$ cat src/hsl_to_rgb_converter_top_defines.svh
// assertion macros for the hsl to rgb converter
// expects clk and rst_n in the scope where a macro is used
`ifndef HSL_TO_RGB_CONVERTER_TOP_DEFINES_SVH
`define HSL_TO_RGB_CONVERTER_TOP_DEFINES_SVH

// antecedent implies consequent in the same cycle
`define HSL_ASSERT_NOW(lbl, ante, cons, msg) \
  lbl: assert property (@(posedge clk) disable iff (!rst_n) (ante) |-> (cons)) \
    else $error(msg);

// antecedent implies consequent a fixed number of cycles later
`define HSL_ASSERT_LATER(lbl, ante, dly, cons, msg) \
  lbl: assert property (@(posedge clk) disable iff (!rst_n) (ante) |-> ##(dly) (cons)) \
    else $error(msg);

`endif

$ cat src/hsl2rgb_pkg.sv
// shared types, constants and helpers for the hsl to rgb converter
// no dependencies
`default_nettype none

package hsl2rgb_pkg;

  // hue is in sixteenths of a degree
  localparam logic [12:0] HUE_FULL    = 13'd5760;
  localparam logic [9:0]  SECTOR_SPAN = 10'd960;

  // floor(y / 255) = (y * DIV255_MAGIC) >> DIV255_SHIFT for any 16-bit y
  localparam logic [15:0] DIV255_MAGIC = 16'h8081;
  localparam int          DIV255_SHIFT = 23;

  localparam logic [7:0]  CHAN_MAX   = 8'hff;
  localparam int          PIPE_DEPTH = 7;

  // sixty-degree sectors, named by the largest then the secondary channel
  typedef enum logic [2:0] {
    SEC_R_G = 3'd0,
    SEC_G_R = 3'd1,
    SEC_G_B = 3'd2,
    SEC_B_G = 3'd3,
    SEC_B_R = 3'd4,
    SEC_R_B = 3'd5
  } sector_t;

  function automatic logic [12:0] sector_base(input sector_t sec);
    logic [12:0] base;
    base = 13'd0;
    unique case (sec)
      SEC_R_G: base = 13'd0;
      SEC_G_R: base = 13'd960;
      SEC_G_B: base = 13'd1920;
      SEC_B_G: base = 13'd2880;
      SEC_B_R: base = 13'd3840;
      SEC_R_B: base = 13'd4800;
      default: base = 13'd0;
    endcase
    return base;
  endfunction

  // odd sectors: secondary component falls as hue rises
  function automatic logic sector_falling(input sector_t sec);
    return (sec == SEC_G_R) || (sec == SEC_B_G) || (sec == SEC_R_B);
  endfunction

endpackage

`default_nettype wire

$ cat src/hsl_to_rgb_converter_top.sv
// hsl to rgb converter, one hsla pixel in, one 8-bit rgba pixel out
// each accepted pixel passes through every pipeline stage before out_valid marks its result
// throughput: one pixel per clock; busy stays low, the result strobe cannot be held off
// reset: synchronous active-low rst_n clears the stage valid bits only
// depends on hsl2rgb_pkg and hsl_to_rgb_converter_top_defines.svh
`default_nettype none

`include "hsl_to_rgb_converter_top_defines.svh"

module hsl_to_rgb_converter_top #(
  parameter int FRAC_BITS = 16
) (
  input  wire logic        clk,
  input  wire logic        rst_n,
  input  wire logic        start,
  output logic             busy,
  input  wire logic [12:0] in_hue,
  input  wire logic [7:0]  in_saturation,
  input  wire logic [7:0]  in_luminance,
  input  wire logic [7:0]  in_alpha,
  output logic             out_valid,
  output logic [7:0]       out_red,
  output logic [7:0]       out_green,
  output logic [7:0]       out_blue,
  output logic [7:0]       out_opacity
);

  localparam int ONE_W  = FRAC_BITS + 1;
  localparam int SUM_W  = FRAC_BITS + 2;
  localparam int PROD_W = FRAC_BITS + 11;
  localparam int Y_W    = FRAC_BITS + 4;
  localparam int MAG_W  = FRAC_BITS + 5;
  localparam int QW     = Y_W + MAG_W;
  localparam int DEPTH  = hsl2rgb_pkg::PIPE_DEPTH;

  localparam logic [ONE_W-1:0] ONE    = ONE_W'(64'd1 << FRAC_BITS);
  // 2^F = 255 * FRAC_Q + FRAC_R
  localparam logic [ONE_W-1:0] FRAC_Q = ONE_W'((64'd1 << FRAC_BITS) / 64'd255);
  localparam logic [7:0]       FRAC_R = 8'((64'd1 << FRAC_BITS) % 64'd255);
  // floor(y / 15) = (y * DIV15_MAGIC) >> DIV15_SHIFT for y below 2^(F+4)
  localparam int               DIV15_SHIFT = FRAC_BITS + 8;
  localparam logic [MAG_W-1:0] DIV15_MAGIC =
    MAG_W'(((64'd1 << DIV15_SHIFT) + 64'd14) / 64'd15);

  logic accept;
  logic [DEPTH-1:0] vld_r;

  assign busy   = 1'b0;
  assign accept = start && !busy;

  // stage 1: hue sector split and the integer part of the byte-to-fraction scaling
  logic [12:0]             hue_w;
  hsl2rgb_pkg::sector_t    sec1_nxt;
  logic [9:0]              pos1_nxt;
  logic [ONE_W-1:0]        s_q1_r, l_q1_r;
  logic [15:0]             s_r1_r, l_r1_r;
  hsl2rgb_pkg::sector_t    sec1_r;
  logic [9:0]              pos1_r;
  logic [7:0]              a1_r;

  always_comb begin
    hue_w = (in_hue >= hsl2rgb_pkg::HUE_FULL) ? in_hue - hsl2rgb_pkg::HUE_FULL : in_hue;
    if (hue_w < hsl2rgb_pkg::sector_base(hsl2rgb_pkg::SEC_G_R)) begin
      sec1_nxt = hsl2rgb_pkg::SEC_R_G;
    end else if (hue_w < hsl2rgb_pkg::sector_base(hsl2rgb_pkg::SEC_G_B)) begin
      sec1_nxt = hsl2rgb_pkg::SEC_G_R;
    end else if (hue_w < hsl2rgb_pkg::sector_base(hsl2rgb_pkg::SEC_B_G)) begin
      sec1_nxt = hsl2rgb_pkg::SEC_G_B;
    end else if (hue_w < hsl2rgb_pkg::sector_base(hsl2rgb_pkg::SEC_B_R)) begin
      sec1_nxt = hsl2rgb_pkg::SEC_B_G;
    end else if (hue_w < hsl2rgb_pkg::sector_base(hsl2rgb_pkg::SEC_R_B)) begin
      sec1_nxt = hsl2rgb_pkg::SEC_B_R;
    end else begin
      sec1_nxt = hsl2rgb_pkg::SEC_R_B;
    end
    pos1_nxt = 10'(hue_w - hsl2rgb_pkg::sector_base(sec1_nxt));
  end

  // stage 2: finish ceil(v * 2^F / 255)
  logic [31:0]             s_div, l_div;
  logic [ONE_W-1:0]        s2_nxt, l2_nxt;
  logic [ONE_W-1:0]        s2_r, l2_r;
  hsl2rgb_pkg::sector_t    sec2_r;
  logic [9:0]              pos2_r;
  logic [7:0]              a2_r;

  always_comb begin
    s_div  = 32'(s_r1_r) * 32'(hsl2rgb_pkg::DIV255_MAGIC);
    l_div  = 32'(l_r1_r) * 32'(hsl2rgb_pkg::DIV255_MAGIC);
    s2_nxt = s_q1_r + ONE_W'(s_div[31:hsl2rgb_pkg::DIV255_SHIFT]);
    l2_nxt = l_q1_r + ONE_W'(l_div[31:hsl2rgb_pkg::DIV255_SHIFT]);
  end

  // stage 3: 1 - |2l - 1| and the position inside the sector
  logic [SUM_W-1:0]        twol;
  logic [SUM_W-1:0]        ldev;
  logic [ONE_W-1:0]        diff3_nxt;
  logic [9:0]              posx3_nxt;
  logic [ONE_W-1:0]        diff3_r, s3_r, l3_r;
  hsl2rgb_pkg::sector_t    sec3_r;
  logic [9:0]              posx3_r;
  logic [7:0]              a3_r;

  always_comb begin
    twol      = {l2_r, 1'b0};
    ldev      = (twol >= SUM_W'(ONE)) ? twol - SUM_W'(ONE) : SUM_W'(ONE) - twol;
    diff3_nxt = ONE - ONE_W'(ldev);
    posx3_nxt = hsl2rgb_pkg::sector_falling(sec2_r) ? hsl2rgb_pkg::SECTOR_SPAN - pos2_r
                                                     : pos2_r;
  end

  // stage 4: chroma
  logic [2*ONE_W-1:0]      cprod;
  logic [ONE_W-1:0]        chroma4_r, l4_r;
  hsl2rgb_pkg::sector_t    sec4_r;
  logic [9:0]              posx4_r;
  logic [7:0]              a4_r;

  assign cprod = (2*ONE_W)'(diff3_r) * (2*ONE_W)'(s3_r);

  // stage 5: chroma times position
  logic [PROD_W-1:0]       prod5_nxt;
  logic [PROD_W-1:0]       prod5_r;
  logic [ONE_W-1:0]        chroma5_r, l5_r;
  hsl2rgb_pkg::sector_t    sec5_r;
  logic [7:0]              a5_r;

  assign prod5_nxt = PROD_W'(chroma4_r) * PROD_W'(posx4_r);

  // stage 6: divide by 960 as a shift by 6 and a reciprocal multiply by 1/15, and form the offset l - chroma/2
  logic [Y_W-1:0]          y15;
  logic [QW-1:0]           q15;
  logic [ONE_W-1:0]        x6_r, chroma6_r, m6_r;
  hsl2rgb_pkg::sector_t    sec6_r;
  logic [7:0]              a6_r;

  always_comb begin
    y15 = prod5_r[FRAC_BITS+9:6];
    q15 = QW'(y15) * QW'(DIV15_MAGIC);
  end

  // stage 7: place components, add the offset, scale by 255
  logic [ONE_W-1:0]        comp_r, comp_g, comp_b;
  logic [7:0]              red_r, green_r, blue_r, opacity_r;

  function automatic logic [7:0] scale_chan(input logic [SUM_W-1:0] v);
    logic [SUM_W+7:0] w;
    logic [9:0]       hi;
    w  = {v, 8'd0} - (SUM_W+8)'(v);
    hi = w[SUM_W+7:FRAC_BITS];
    return (hi > 10'(hsl2rgb_pkg::CHAN_MAX)) ? hsl2rgb_pkg::CHAN_MAX : hi[7:0];
  endfunction

  always_comb begin
    unique case (sec6_r)
      hsl2rgb_pkg::SEC_R_G: begin
        comp_r = chroma6_r; comp_g = x6_r;      comp_b = '0;
      end
      hsl2rgb_pkg::SEC_G_R: begin
        comp_r = x6_r;      comp_g = chroma6_r; comp_b = '0;
      end
      hsl2rgb_pkg::SEC_G_B: begin
        comp_r = '0;        comp_g = chroma6_r; comp_b = x6_r;
      end
      hsl2rgb_pkg::SEC_B_G: begin
        comp_r = '0;        comp_g = x6_r;      comp_b = chroma6_r;
      end
      hsl2rgb_pkg::SEC_B_R: begin
        comp_r = x6_r;      comp_g = '0;        comp_b = chroma6_r;
      end
      hsl2rgb_pkg::SEC_R_B: begin
        comp_r = chroma6_r; comp_g = '0;        comp_b = x6_r;
      end
      default: begin
        comp_r = chroma6_r; comp_g = '0;        comp_b = x6_r;
      end
    endcase
  end

  // payload stages, no reset needed
  always_ff @(posedge clk) begin
    s_q1_r    <= ONE_W'(in_saturation) * FRAC_Q;
    l_q1_r    <= ONE_W'(in_luminance) * FRAC_Q;
    s_r1_r    <= 16'(in_saturation) * 16'(FRAC_R) + 16'd254;
    l_r1_r    <= 16'(in_luminance) * 16'(FRAC_R) + 16'd254;
    sec1_r    <= sec1_nxt;
    pos1_r    <= pos1_nxt;
    a1_r      <= in_alpha;

    s2_r      <= s2_nxt;
    l2_r      <= l2_nxt;
    sec2_r    <= sec1_r;
    pos2_r    <= pos1_r;
    a2_r      <= a1_r;

    diff3_r   <= diff3_nxt;
    s3_r      <= s2_r;
    l3_r      <= l2_r;
    sec3_r    <= sec2_r;
    posx3_r   <= posx3_nxt;
    a3_r      <= a2_r;

    chroma4_r <= cprod[2*FRAC_BITS:FRAC_BITS];
    l4_r      <= l3_r;
    sec4_r    <= sec3_r;
    posx4_r   <= posx3_r;
    a4_r      <= a3_r;

    prod5_r   <= prod5_nxt;
    chroma5_r <= chroma4_r;
    l5_r      <= l4_r;
    sec5_r    <= sec4_r;
    a5_r      <= a4_r;

    x6_r      <= ONE_W'(q15 >> DIV15_SHIFT);
    chroma6_r <= chroma5_r;
    m6_r      <= l5_r - (chroma5_r >> 1);
    sec6_r    <= sec5_r;
    a6_r      <= a5_r;

    red_r     <= scale_chan(SUM_W'(comp_r) + SUM_W'(m6_r));
    green_r   <= scale_chan(SUM_W'(comp_g) + SUM_W'(m6_r));
    blue_r    <= scale_chan(SUM_W'(comp_b) + SUM_W'(m6_r));
    opacity_r <= a6_r;
  end

  always_ff @(posedge clk) begin
    if (!rst_n) begin
      vld_r <= '0;
    end else begin
      vld_r <= {vld_r[DEPTH-2:0], accept};
    end
  end

  assign out_valid   = vld_r[DEPTH-1];
  assign out_red     = red_r;
  assign out_green   = green_r;
  assign out_blue    = blue_r;
  assign out_opacity = opacity_r;

  logic grey_in;
  logic rgb_even;

  assign grey_in  = accept && (in_saturation == 8'd0);
  assign rgb_even = (out_red == out_green) && (out_green == out_blue);

  `HSL_ASSERT_LATER(a_latency, accept, DEPTH, out_valid, "accepted pixel did not come out on time")
  `HSL_ASSERT_NOW(a_no_phantom, out_valid, $past(accept, DEPTH), "result strobe without a transfer")
  `HSL_ASSERT_LATER(a_alpha, accept, DEPTH, out_opacity == $past(in_alpha, DEPTH), "alpha changed")
  `HSL_ASSERT_LATER(a_grey, grey_in, DEPTH, rgb_even, "grey pixel has uneven channels")

endmodule

`default_nettype wire

$ cat config.mk
export PLATFORM = sky130hd
export DESIGN_NAME = hsl_to_rgb_converter_top
export DESIGN_NICKNAME = d
export VERILOG_FILES = /design/src/hsl2rgb_pkg.sv /design/src/hsl_to_rgb_converter_top.sv
export VERILOG_INCLUDE_DIRS = /design/src /design/src/src
export SDC_FILE = /design/constraint.sdc
export NUM_CORES = 2
export LEC_CHECK = 0
export BUFFER_PORTS_ARGS = -buffer_cell sky130_fd_sc_hd__buf_2
export CORE_ASPECT_RATIO = 0.7
export CORE_MARGIN = 2
export CORE_UTILIZATION = 57
export CTS_CLUSTER_DIAMETER = 120
export DETAILED_ROUTE_END_ITERATION = 10
export PLACE_DENSITY = 0.88
export SKIP_CTS_REPAIR_TIMING = 1
export SYNTH_ARGS = -nofsm -noshare
export SYNTH_HDL_FRONTEND = slang
export SYNTH_SLANG_ARGS = --single-unit
$ cat constraint.sdc
create_clock -name clk -period 7.05 [get_ports clk]
set_clock_uncertainty 0.05 [all_clocks]
set_input_delay 0.705 -clock clk [delete_from_list [all_inputs] [get_ports clk]]
set_output_delay 0.705 -clock clk [all_outputs]
set_load 0.02 [all_outputs]
* After elaboration in Yosys (flattened, before gate mapping)
Index checks and enable logic that the tools add are counted.
Word-level totals: register bits 427, bits in latches 0, bits in writable memories 0, bits in read-only memories 0, input bits 40, output and inout port bits 34, logic and storage cells 105, memories 0
Cells by class: add/subtract/negate cells 17, multipliers 7, div/mod/pow operators 0, $lt $le $gt $ge 10, equal/unequal tests 12, shift operators 0, multiplexer cells 12, bitwise logic cells 0, reductions and logical operators 9
Operators with widths (count):
- $pmux 17 s2 | 3
- $sub 26x18->26 | 3
- $add 17x17->18 | 3
- $mul 9x16->25 const B | 2
- $pmux 10 s5 | 1
- $mul 20x20->40 const B | 1
- $add 17x9->17 | 2
- $mul 8x9->17 const B | 2
- $sub 17x17->17 const A | 2
- $mul 17x17->33 | 1
- $gt 10x8->1 const B | 3
- $lt 13x12->1 const B | 2
- $mul 17x10->26 | 1
- $add 8x8->9 const B | 2
- $ge 18x17->1 const B | 1
- $mux 17 | 1
- $sub 17x16->17 | 1
- $sub 17x17->17 const B | 1
- $eq 3x2->1 const B | 5
- $ge 13x13->1 const B | 1
- $lt 13x10->1 const B | 1
- $lt 13x11->1 const B | 1
- $lt 13x13->1 const B | 1
- $mux 13 | 1
- other kinds (11) | 25

* Logic depth before layout (Yosys ltp)
depth in word-level cells 11, gate-level depth with buffers 27, depth with buffers taken out 25

* Least setup slack after synthesis
No wires, ideal clock.
kind register -> register, start register diff3_r[8], end register chroma4_r[16], library setup time 0.072 ns, data arrival time 6.497 ns, data required time 6.928 ns, path slack 0.431 ns, stages on the path, launching flop included 26, path buffers 1, period minus slack after synthesis 6.619 ns, path through dfxtp_1 clkbuf_1 nand2_1 fa_1 inv_1 fa_1 inv_1 fa_1 inv_1 fa_1 inv_1 fa_1 inv_1 fa_1 ha_1 a21oi_1 o21ai_0 a21o_1 a21oi_1 o211ai_1 o211a_1 a31o_2 o41ai_2 nor2_1 a2111oi_0 xnor2_1
Between the ends: word-level cells in the longest chain between the ends 1
RTL lines:
- from (decl) | line hsl_to_rgb_converter_top.sv:99 | logic [ONE_W-1:0] diff3_r, s3_r, l3_r;
- from (signal assigned) | line hsl_to_rgb_converter_top.sv:196 | diff3_r <= diff3_nxt;
- $mul 17x17->33 | line hsl_to_rgb_converter_top.sv:119 | assign cprod = (2*ONE_W)'(diff3_r) * (2*ONE_W)'(s3_r);
- net cprod[32] | line hsl_to_rgb_converter_top.sv:113 | logic [2*ONE_W-1:0] cprod;
- to (signal assigned) | line hsl_to_rgb_converter_top.sv:203 | chroma4_r <= cprod[2*FRAC_BITS:FRAC_BITS];
- to (decl) | line hsl_to_rgb_converter_top.sv:114 | logic [ONE_W-1:0] chroma4_r, l4_r;
The timed path passes the listed nets, and every way through them passes these cells. A chain may end at the register's enable or synchronous reset.

* Worst setup path in the final report
start register diff3_r[9], end register chroma4_r[15]
The elaborated chain is that of the path after synthesis.

==> results.json <==
{
  "period_share_pct": 95.8,
  "hold_viol": 0,
  "htreeDepth": 2,
  "crit_type": "flip-flop to flip-flop",
  "firstDrtPassIters": 5,
  "die_w_um": 289,
  "io_buffers": 72,
  "drive_gt1_share_pct": 7.51,
  "wl_per_cell_um": 17.5,
  "synth_top_area_share_pct": 24.7,
  "ant_nets": 0,
  "synth_area_leaders": "dfxtp_1, fa_1, ha_1",
  "yosysWarnings": 0,
  "die_h_um": 203,
  "startpoint_type": "flip-flop",
  "cts_root_buf": "clkbuf_16",
  "track_usage_pct": 25.9,
  "crit_buf_inv": 5,
  "drt_iter0_drc": 1994,
  "synth_cells": 3406,
  "setup_ws_ps": 294,
  "slew_violations": 0,
  "cts_tree": "built",
  "synth-edff-count": 0,
  "ys_ff_latch": 399,
  "core_mm2": 0.0564,
  "pre_cts_ws_ps": 30.3,
  "crit_arrival_ps": 7190,
  "max_cap_viol_count": 0,
  "slowest_stage": "fa_1",
  "die_area_mm2": 0.0588,
  "cts.sinks": 399,
  "tightest_slew_ps": 1050,
  "ys.flop_type": "dfxtp_1",
  "nets": 4287,
  "setup_viol": 0,
  "post-dp-hpwl_um": 59600,
  "fin_util_pct": 62.0,
  "grt_pass1_vias": 24071,
  "async_flop_share_pct": 0,
  "path_cells": "buf_4 -> nand2_1 -> fa_1 -> fa_1 -> inv_1 -> fa_1 -> inv_1 -> fa_1 -> fa_1 -> inv_1 -> fa_1 -> ha_1 -> a21oi_1 -> o21ai_0 -> a21o_1 -> a21oi_1 -> o211ai_1 -> o211a_1 -> a31o_2 -> o41ai_4 -> buf_4 -> o21bai_1 -> a21oi_1 -> xnor2_1",
  "synth_area_leader_cell": "dfxtp_1",
  "critPathTopFamily": "adder cells",
  "cts_max_path_buffers": 3,
  "place_inst": 4184,
  "syn_area_per_cell_um2": 9.51,
  "cp_max_fo": 9,
  "num_rows": 73,
  "worstPathRequired_ps": 7490,
  "grt_antenna_before_repair": 1,
  "grt_first_pass_wirelength_um": 123000,
  "cts_buffers": 37,
  "maxSlewHeadroom_pct": 29.5,
  "fmax_mhz": 148,
  "viasPerCell": 5.54,
  "initial_core_util_pct": 57.4,
  "ys_seq_area_share_pct": 24.7,
  "crit_path_max_incr_delay_ps": 550,
  "r2r_cells": 24,
  "vias": 23574,
  "critPathCaptureType": "flip-flop",
  "holdPathStages": 1,
  "syn_area_mm2": 0.0324,
  "pin_count": 74,
  "min_period_ps": 6760,
  "clk_latency_ps": 560,
  "grt_max_degree": 35,
  "gp_congestion": 0.965,
  "syn-num-nets": 4218,
  "area_delta_synth_final_pct": 8.00,
  "routed_wl_um": 74500,
  "route.detailed.drc": 0,
  "status": "complete, no violations",
  "cp.depth": 24,
  "synthDistinctLibCells": 102,
  "stdcell_count": 4252,
  "clk_pin_slew_worst_paths_ps": 70,
  "cp_common_cell": "fa_1",
  "n_antenna_cell": 0,
  "grt.overflow.total": 0,
  "min_path_type": "input pin to flip-flop"
}
-- layout make-up --
class | count | area [µm²]
inverters | 536 | 2010
flip-flops and latches | 399 | 8010
well taps | 750 | 938
multi-input cells | 2382 | 22100
clock inverters | 24 | 294
repair buffers | 119 | 721
clock buffers | 42 | 955
fillers | 4386 | 21500
-- registers in the layout, summed over array words and instances (netlist names), 9 cells and up --
name / count
chroma5_r: 17
pos2_r: 10
posx4_r: 10
diff3_r: 15
posx3_r: 10
l_r1_r: 9
l4_r: 17
s_r1_r: 9
prod5_r: 20
x6_r: 17
m6_r: 17
chroma4_r: 17
l3_r: 17
s2_r: 17
chroma6_r: 17
l5_r: 17
s3_r: 17
pos1_r: 10
l2_r: 17
-- kinds of logic after synthesis --
logic type / synth area share (%)
flops: 24.7
compound gates: 10.1
buf+inv: 7.37
mux: 0.193
fa+ha+maj: 38.3
simple gates: 14.4
xor+xnor: 4.91
other cells: 0.0116
-- worst paths after layout --
kind / to / slack (ps) / start
min: a1_r[7] / 190 / in_alpha[7]
min reg2reg: l5_r[0] / 270 / l4_r[0]
max: chroma4_r[15] / 290 / diff3_r[9]
max reg2reg: chroma4_r[15] / 290 / diff3_r[9]
-- cell usage in the layout, fill, tap and decap left out, drive strengths merged, types with 13 or more instances in the layout --
cell type    n
clkinv      15
ha         408
nor2       132
xor2        69
nand2      411
and3        27
buf        119
a21oi       93
dfxtp      399
fa         364
xnor2      111
o21a        28
nor2b       28
inv        541
o31ai       14
clkbuf      42
nor3        51
or2         13
o21ai       95
and2       178
nand3       56
a22o        36
a211oi      20
a21o        52
-- cells in the mapped netlist (5+ instances only) --
cell	instances
o21bai_1	8
and2_1	176
a21oi_1	88
o211ai_1	11
nor3_1	50
a31oi_1	11
nand2_1	411
fa_1	364
o21ai_0	74
o21ai_1	19
a211oi_1	17
or4_1	5
or3_1	6
a21o_1	51
o21a_1	27
inv_1	536
o22ai_1	6
nand3b_1	8
nor2_1	132
nand4_1	8
nor4_1	7
ha_1	408
xnor2_1	109
xor2_1	69
or2_2	13
a22o_1	36
o2111ai_1	7
nand3_1	54
o31ai_1	14
a211o_1	5
o41ai_1	5
nand2b_1	12
a21boi_0	11
clkbuf_1	82
dfxtp_1	399
nor2b_1	28
and3_1	24
-- through the flow --
step | hold slack [ps] | TNS (ps) | instance area (µm²)
floorplan | 260 | 0 | 32400
global placement | 259 | 0 | 33700
detailed placement | 262 | 0 | 33700
CTS | 166 | 0 | 34900
global route | 171 | -29.1 | 35000
finish | 190 | 0 | 35000
-- layer usage --
| layer | global-route usage (%) | share of wire (%) | vias up |
|---|---|---|---|
| met1 | 36.1 | 44 | 11300 |
| li1 | - | - | 11156 |
| met4 | 6.37 | 2.5 | 2 |
| met5 | 0 | 0.017 | - |
| met3 | 6.69 | 9.5 | 150 |
| met2 | 40.5 | 44 | 966 |
Power is not shown: default switching activity piles up to over one toggle a cycle in this logic, so the estimate is an artifact.
